[config.mk]
export PLATFORM = sky130hd
export DESIGN_NAME = tksi_front
export DESIGN_NICKNAME = d
export VERILOG_FILES = /design/src/hw/rtl/tksi_pkg.sv /design/src/hw/rtl/tksi_front.sv
export SDC_FILE = /design/constraint.sdc
export NUM_CORES = 1
export LEC_CHECK = 0
export BUFFER_PORTS_ARGS = -buffer_cell sky130_fd_sc_hd__buf_4
export CAP_MARGIN = 5
export CORE_MARGIN = 4
export CORE_UTILIZATION = 45
export DETAILED_ROUTE_END_ITERATION = 7
export PLACE_DENSITY = 0.81
export SLEW_MARGIN = 10
export SYNTH_ARGS = -nofsm -noshare
export SYNTH_HDL_FRONTEND = slang
export SYNTH_SLANG_ARGS = --single-unit
[constraint.sdc]
create_clock -name aclk -period 6.25 [get_ports aclk]
set_clock_uncertainty 0.15 [all_clocks]
set_input_delay 0.3125 -clock aclk [delete_from_list [all_inputs] [get_ports aclk]]
set_output_delay 0.3125 -clock aclk [all_outputs]
set_load 0.005 [all_outputs]
[src/hw/rtl/tksi_pkg.sv]
// ----------------------------------------------------------------------------
// tksi_pkg: shared types and constants for the top-K sorted insertion list.
// Holds the transaction classes, the queued item, the result and the
// sequencer states.
// ----------------------------------------------------------------------------
package tksi_pkg;

    localparam int unsigned DATA_W      = 64;
    localparam int unsigned RANK_W      = 9;
    localparam int unsigned COUNT_W     = 10;
    localparam int unsigned LIMIT_W     = 10;
    localparam logic [LIMIT_W-1:0] LIMIT_RESET = 10'd500;

    typedef enum logic [1:0] {
        CLS_SKIP,
        CLS_OFFER,
        CLS_READ
    } item_class_t;

    typedef struct packed {
        item_class_t              cls;
        logic signed [DATA_W-1:0] score;
        logic [DATA_W-1:0]        seq_index;
        logic signed [DATA_W-1:0] seed;
        logic [RANK_W-1:0]        read_rank;
    } item_t;

    typedef struct packed {
        logic                     inserted;
        logic [RANK_W-1:0]        insert_rank;
        logic                     dropped_last;
        logic [COUNT_W-1:0]       entry_count;
        logic                     entry_valid;
        logic signed [DATA_W-1:0] entry_score;
        logic [DATA_W-1:0]        entry_seq_index;
        logic signed [DATA_W-1:0] entry_seed;
    } result_t;

    typedef enum logic [3:0] {
        BK_IDLE,
        BK_SRCH,
        BK_SRCH_CMP,
        BK_SHIFT,
        BK_SHIFT_WR,
        BK_PLACE,
        BK_READ_RD,
        BK_READ_WAIT,
        BK_RESULT
    } back_state_t;

endpackage

[src/hw/rtl/tksi_front.sv]
// ----------------------------------------------------------------------------
// tksi_front: input acceptance and classification.
// Classifies each transaction and holds it in a two-entry queue for the
// back end.
// ----------------------------------------------------------------------------
module tksi_front (
    input  logic                              aclk,
    input  logic                              aresetn,
    input  logic                              s_valid,
    output logic                              s_ready,
    input  logic                              s_req_type,
    input  logic                              s_qualified,
    input  logic signed [tksi_pkg::DATA_W-1:0] s_score,
    input  logic [tksi_pkg::DATA_W-1:0]        s_seq_index,
    input  logic signed [tksi_pkg::DATA_W-1:0] s_seed_payload,
    input  logic [tksi_pkg::RANK_W-1:0]        s_read_rank,
    output logic                              q_valid,
    output tksi_pkg::item_t                   q_item,
    input  logic                              q_pop
);

    tksi_pkg::item_t entry_reg [2];
    logic            wr_ptr_reg, wr_ptr_next;
    logic            rd_ptr_reg, rd_ptr_next;
    logic [1:0]      cnt_reg, cnt_next;
    tksi_pkg::item_t new_item;
    logic            push;
    logic            pop;

    always_comb begin
        new_item.score     = s_score;
        new_item.seq_index = s_seq_index;
        new_item.seed      = s_seed_payload;
        new_item.read_rank = s_read_rank;
        if (s_req_type) begin
            new_item.cls = tksi_pkg::CLS_READ;
        end else if (s_qualified) begin
            new_item.cls = tksi_pkg::CLS_OFFER;
        end else begin
            new_item.cls = tksi_pkg::CLS_SKIP;
        end
    end

    assign s_ready = (cnt_reg != 2'd2);
    assign q_valid = (cnt_reg != 2'd0);
    assign q_item  = entry_reg[rd_ptr_reg];
    assign push    = s_valid && s_ready;
    assign pop     = q_pop && q_valid;

    always_comb begin
        wr_ptr_next = push ? ~wr_ptr_reg : wr_ptr_reg;
        rd_ptr_next = pop ? ~rd_ptr_reg : rd_ptr_reg;
        cnt_next    = cnt_reg + {1'b0, push} - {1'b0, pop};
    end

    always_ff @(posedge aclk) begin
        if (!aresetn) begin
            wr_ptr_reg <= 1'b0;
            rd_ptr_reg <= 1'b0;
            cnt_reg    <= 2'd0;
        end else begin
            wr_ptr_reg <= wr_ptr_next;
            rd_ptr_reg <= rd_ptr_next;
            cnt_reg    <= cnt_next;
        end
    end

    always_ff @(posedge aclk) begin
        if (push) begin
            entry_reg[wr_ptr_reg] <= new_item;
        end
    end

endmodule

# Yosys cells after proc, flatten, opt, wreduce, memory -nomap -nowiden
# Memories as Yosys holds them, arrays and structs flattened. A register that Yosys moved wholly into a read port is not among the register bits.
# Cells that the tools add are included.
# word_totals
inputBits	207
memories	1
ram_bits	406
latch_bits	0
out_inout_bits	205
reg_bits	4
mem_bits_ro	0
# op_classes
n_eq_ne	1
div	0
n_mux	6
magnitude_cmp	0
add_sub_neg	2
shifts	0
mul	0
n_reduce_logical	3
bitwise_logic	2
# mem_list
memory	words	width	rd	rd_ports_with_merged_regs	wr	line	rtl
entry_reg	2	203	1	1	1	tksi_front.sv:22	tksi_pkg::item_t entry_reg [2];
# op_table
operator	n
$mux 1	5
$add 2x1->2	1
$logic_and 1x1->1	2
$mux 2	1
$ne 2x2->1 const B	1
$not 1->1	2
$reduce_bool 2->1	1
$sub 2x1->2	1

# Logic depth before layout (Yosys ltp)
# Gate-level depths: netlist of run 1.
# logic_depth
word_depth	4
ltp_mapped	6

# Worst setup path after synthesis of run 1
# No wires, ideal clock.
# synth_timing
kind	register to register
startpoint	register cnt_reg[0]
endpoint	memory entry_reg[1][0] in the netlist's numbering (enable)
required_ns	5.510
arrival_time_ns	5.281
period_less_slack_ns	6.021
stages_incl_launch_ff	3
setup_time_ns	0.590
n_path_buf	0
path_slack_ns	0.229
path_cell_list	dfxtp_1 -> nand2b_1 -> and3_1
# synth_via
elab_chain_len	4
# synth_rtl
item	line	rtl
start: declaration	tksi_front.sv:25	logic [1:0] cnt_reg, cnt_next;
start signal: assignment	tksi_front.sv:64	cnt_reg <= cnt_next;
$ne 2x2->1	tksi_front.sv:44	assign s_ready = (cnt_reg != 2'd2);
via s_ready	tksi_front.sv:10	output logic s_ready,
$logic_and 1x1->1	tksi_front.sv:47	assign push = s_valid && s_ready;
$mux 1	tksi_front.sv:69	if (push) begin
$mux 1 (implied by the code)	tksi_front.sv:70	entry_reg[wr_ptr_reg] <= new_item;
end: declaration	tksi_front.sv:22	
# The timed path passes the listed nets, and every way through them passes these cells.

==> impl_metrics.env, run 1 <==
export IMPL_finalMaxSlewViolations=0
export IMPL_yosys_register_bits=411
export IMPL_ctsHoldBuffers=205
export IMPL_syn_num_nets=871
export IMPL_hold_path_endpoint="rd_ptr_reg"
export IMPL_largest_reg_flops=406
export IMPL_dr_pass1_iters=4
export IMPL_ys_warn_count=0
export IMPL_hold_path_depth=4
export IMPL_fmaxAchievable_ghz=0.308
export IMPL_num_nets_final=1513
export IMPL_grt_overflow_total=0
export IMPL_viasPerCell=4.87
export IMPL_power_density_nw_per_um2=341
export IMPL_syn_area_per_cell_um2=23.6
export IMPL_area_growth_syn_to_layout_pct=43.8
export IMPL_async_flop_share_pct=0
export IMPL_dieHeight_um=194
export IMPL_drcViolationCount=0
export IMPL_start_kind="flip-flop"
export IMPL_period_minus_slack_ps=3250
export IMPL_crit_fanout=127
export IMPL_p_leak_nw=8.74
export IMPL_tns_ps=0
export IMPL_fin_crit_sh_pct=52.0
export IMPL_rr_endpoint="entry_reg[1][189]"
export IMPL_yosys_area_top_type="edfxtp_1"
export IMPL_yosysSeqAreaShare_pct=78.6
export IMPL_drtIter0Drc=335
export IMPL_clkTransAtPathRegs_ps=60
export IMPL_cts_buffers=42
export IMPL_tightest_slew_ps=1230
export IMPL_netlist_instances=663
export IMPL_antenna_left=0
export IMPL_ios=412
export IMPL_grtUsageTotal_pct=18.8
export IMPL_grt_pass1_vias=9646
export IMPL_io_buffers=411
export IMPL_cts_tree="done"
export IMPL_path_class="flip-flop to output pin"
export IMPL_synth_area_um2=15600
export IMPL_h_tree_depth=2
export IMPL_antenna_found_initial=4
export IMPL_fillers=2123
export IMPL_vias=8697
export IMPL_cts_buffer_depth=3
export IMPL_synth_top_area_share_pct=78.0
export IMPL_max_stage_delay_ps=750
export IMPL_wl_per_cell_um=20.7
export IMPL_p_total_mw=7.67
export IMPL_ff2ff_path_depth=3
export IMPL_fp_dieW_um=194
export IMPL_crit_chain="buf_12, mux2_4, buf_4"
export IMPL_die_area_um2=37800
export IMPL_synth_cell_type_count=26
export IMPL_setup_violations=0
export IMPL_drive_gt1_share_pct=51.2
export IMPL_start_util_pct=46.2
export IMPL_cts_root_buf="clkbuf_16"
export IMPL_clock_sinks=411
export IMPL_critPathCaptureType="output pin"
export IMPL_core_area_um2=33900
export IMPL_regToRegStartpoint="cnt_reg[0]"
export IMPL_slew_headroom_pct=18.1
export IMPL_vdd_drop_max_mv=0.242
export IMPL_synthTopCellsByArea="edfxtp_1 (78%), mux2_4 (16%), mux2_2 (2.4%)"
export IMPL_status="complete, no violations"
export IMPL_hold_viol_final=0
export IMPL_grt_setup_unrepaired="false"
export IMPL_maxCapViolations=0
export IMPL_hold_path_class="primary input to flip-flop"
export IMPL_hpwl_mm=21.4
export IMPL_post_cts_resized=0
export IMPL_arrival_ps=2790
export IMPL_grt_first_pass_wirelength_mm=56.0
export IMPL_core_rowCount=67
export IMPL_postCtsSetupRepairBufs=0
export IMPL_grt_max_degree=132
export IMPL_hp_start="q_pop"
export IMPL_gp_congestion=0.778
export IMPL_synth_main_ff_cell="edfxtp_1"
export IMPL_wl_mm=37.0
export IMPL_regToRegSetupSlack_ps=3430
export IMPL_insertion_delay_ps=520
export IMPL_critPathSlowestCell="dfxtp_4"
export IMPL_crit_required_ps=5790
export IMPL_synth_edff_count=406
## routing by layer
metal	share of wire (%)	GRT usage [%]	up-vias
met5	0.019	0	-
met4	2.7	5.94	2
met3	6.8	5.00	71
met2	54	34.4	344
met1	37	21.6	4349
li1	-	-	3931
## synthesized netlist by cell type, drive strengths merged (2+ instances only)
cell type,number
edfxtp,406
mux2,203
buf,23
dfxtp,5
nor2,4
and3,2
inv,2
nor2b,2
o21ai,2
## layout make-up
type	instances	area, um^2	share of cell area [%]
clock buffers	51	1110	4.92
well taps	448	561	2.49
clock inverters	22	193	0.857
repair buffers	621	5200	23.1
flip-flops and latches	411	12300	54.7
inverters	2	15.0	0.0668
diodes	4	10.0	0.0445
multi-input cells	227	3090	13.8
## through the flow
step	setup WS, ps	cells	utilization, %	hold slack, ps	area, um^2
after detailed placement	3390	1504	56.4	350	19100
after global placement	3480	1504	56.4	340	19100
after global routing	2940	1784	66.3	127	22500
after floorplan	229	663	-	261	15600
after CTS	3040	1782	66.3	39.9	22500
final	3000	1786	66.4	67.1	22500
## cells in the final DEF, fill, tap and decap left out, drive strengths merged, types with 2 or more instances in the layout
cell type      n
dlygate4sd3  205
edfxtp       406
o21ai          2
buf          416
nor2           4
mux2         203
and3           2
clkbuf        51
dfxtp          5
nor2b          2
bufinv         3
diode          4
inv            4
clkinv        16
## where the power goes
part           internal (mW)  switching (mW)
clock network           1.38           0.994
logic                   1.10           0.733
registers               3.35           0.106
total                   5.83            1.83
## cells by family after synthesis
family          count (synthesis)  synth area share [%]
flops                         411                  78.6
fa+ha+maj                       1                0.0800
xor+xnor                        1                0.0560
simple gates                   16                 0.624
buf+inv                        25                  1.61
mux                           203                  18.7
compound gates                  6                 0.280
## worst max-delay path, delay by kind of cell (launching register included)
kind | cells | cell delay [ps]
buf+inv | 2 | 720
flops | 1 | 750
mux | 1 | 370
## worst max path at each step
stage,from,end,depth (start not counted)
finish,flip-flop,q_item[105],3
detailed placement,cnt_reg[0],entry_reg[1][34],3
floorplan,cnt_reg[0],entry_reg[1][0],2
global placement,cnt_reg[0],entry_reg[1][109],3
global route,flip-flop,q_item[68],3
CTS,flip-flop,q_item[28],3
Note: power is estimated with default switching activity, not from simulation.
==> inputs of run 2 (changes only) <==
- clock period: 6.25 -> 2.65 ns (I/O delays scaled with it)
==> run 2 against run 1 <==
Cell count rose by 0.28%. Wire length grew 4.2%. Flip-flop and latch count did not move. Global-route usage increased by 0.88 points.
==> impl_metrics.env, run 2 (same netlist as run 1, synthesis figures left out) <==
export IMPL_hold_path_class="primary input to flip-flop"
export IMPL_clkPwrFrac_pct=30.7
export IMPL_cts_buffer_depth=3
export IMPL_period_minus_slack_ps=2310
export IMPL_grt_pass1_vias=9566
export IMPL_arrival_ps=2030
export IMPL_combPwrFrac_pct=24.6
export IMPL_finalWorstSetupSlack_ps=342
export IMPL_critPathBufInv=2
export IMPL_core_rowCount=67
export IMPL_io_buffers=411
export IMPL_p_leak_nw=8.79
export IMPL_fp_dieW_um=194
export IMPL_wl_mm=38.6
export IMPL_p_seq_share_pct=44.7
export IMPL_setup_violations=0
export IMPL_critPathSlowestCell="buf_12"
export IMPL_viasPerCell=4.90
export IMPL_h_tree_depth=2
export IMPL_dieHeight_um=194
export IMPL_final_common_cell="buf_4"
export IMPL_core_area_um2=33900
export IMPL_dr_pass1_iters=5
export IMPL_fin_crit_sh_pct=87.1
export IMPL_mostFrequentLayoutCells="buf_4 (411), edfxtp_1 (406), dlygate4sd3_1 (207)"
export IMPL_antenna_left=0
export IMPL_largest_reg_flops=406
export IMPL_ios=412
export IMPL_start_util_pct=46.2
export IMPL_cts_buffers=42
export IMPL_tightest_slew_ps=670
export IMPL_slew_headroom_pct=55.3
export IMPL_fmaxAchievable_ghz=0.433
export IMPL_clock_sinks=411
export IMPL_cts_root_buf="clkbuf_16"
export IMPL_gp_congestion=0.752
export IMPL_grtUsageTotal_pct=19.7
export IMPL_grt_overflow_total=0
export IMPL_p_int_mw=13.7
export IMPL_num_nets_final=1519
export IMPL_clkTransAtPathRegs_ps=60
export IMPL_status="complete, no violations"
export IMPL_place_ws_ps=764
export IMPL_power_switching_mw=4.41
export IMPL_p_total_mw=18.1
export IMPL_drive_gt1_share_pct=51.8
export IMPL_crit_fanout=80
export IMPL_critPathTopFamily="buffers and inverters"
export IMPL_finalMaxSlewViolations=0
export IMPL_antenna_found_initial=2
export IMPL_critPathCaptureType="output pin"
export IMPL_grt_setup_unrepaired="false"
export IMPL_vdd_drop_max_mv=0.680
export IMPL_area_growth_syn_to_layout_pct=44.6
export IMPL_path_class="flip-flop to output pin"
export IMPL_maxCapViolations=0
export IMPL_hold_viol_final=0
export IMPL_die_area_um2=37800
export IMPL_postCtsSetupRepairBufs=0
export IMPL_drcViolationCount=0
export IMPL_cts_tree="done"
export IMPL_switching_share_pct=24.3
export IMPL_post_cts_resized=0
export IMPL_insertion_delay_ps=540
export IMPL_power_density_nw_per_um2=801
export IMPL_max_stage_delay_ps=430
export IMPL_start_kind="flip-flop"
export IMPL_crit_chain="buf_12, mux2_4, buf_4"
export IMPL_drtIter0Drc=503
export IMPL_vias=8781
export IMPL_hpwl_mm=22.5
export IMPL_crit_required_ps=2370
export IMPL_wl_per_cell_um=21.5
export IMPL_grt_first_pass_wirelength_mm=57.2
export IMPL_grt_max_degree=95
-- run 2: cell types whose count changed in the layout (fill, tap and decap cells not counted), sizes merged --
cell         delta
buf             +4
bufinv          -2
clkbuf          +4
clkinv          -1
clkinvlp        +2
diode           -2
dlygate4sd3     +2
inv             -2
-- run 2: power by group through the flow --
stage / Clock, mW / Sequential (mW) / Combinational (mW)
after floorplan: 0 / 8.22 / 2.32
after global placement: 0 / 8.16 / 4.11
after detailed placement: 0 / 8.21 / 4.16
after CTS: 5.64 / 8.08 / 4.45
after global routing: 5.99 / 8.14 / 4.70
final: 5.55 / 8.09 / 4.45
-- run 2: what timing repair did --
item | in CTS | in global routing
hold buffers | 207 | 0
setup endpoints to repair | 0 | 0
hold endpoints to repair | 411 | 0
-- run 2: worst reg2reg max path, delay by kind of cell, from the launching register on --
kind | cells | cell delay [ps]
AND/OR/NAND/NOR | 3 | 430
flip-flops | 1 | 400
adder cells (fa/ha/maj) | 1 | 270
buffers and inverters | 1 | 570
AO/OA/AOI/OAI | 1 | 170
-- run 2: metrics by stage --
step           instances  hold WS (ps)  utilization [%]  area, um^2  setup TNS [ps]
3_5_place_dp        1508           170             56.8       19200               0
4_1_cts             1789           123             66.7       22600               0
5_1_grt             1790           146             66.7       22600               0
2_1_floorplan        663          81.4                -       15600         -502210
3_3_place_gp        1508           167             56.8       19200               0
6_report            1791           162             66.7       22600               0
-- run 2: per-layer routing --
metal / vias up / GRT usage, % / part of all wire [%] / wire (um)
li1: 3941 / - / - / -
met4: 2 / 7.32 / 3.0 / 1150
met2: 396 / 35.7 / 54 / 20700
met5: - / 0 / 0.018 / 7
met3: 62 / 5.21 / 7.5 / 2900
met1: 4380 / 22.3 / 36 / 13800
-- run 2: worst paths after layout --
check | from | endpoint | slack [ps] | cells past startpoint
worst min register to register | rd_ptr_reg | rd_ptr_reg | 360 | 2
worst min-delay path | s_seq_index[6] | entry_reg[1][79] | 160 | 2
worst max register to register | cnt_reg[1] | cnt_reg[0] | 530 | 6
worst max-delay path | flip-flop | q_item[119] | 340 | 3
-- run 2: cell type report --
type | count | area [um^2]
flip-flops and latches | 411 | 12300
fillers | 2123 | 11300
repair buffers | 627 | 5340
multi-input cells | 227 | 3100
clock buffers | 55 | 1150
well taps | 448 | 561
clock inverters | 19 | 135
inverters | 2 | 11.3
diodes | 2 | 5.00
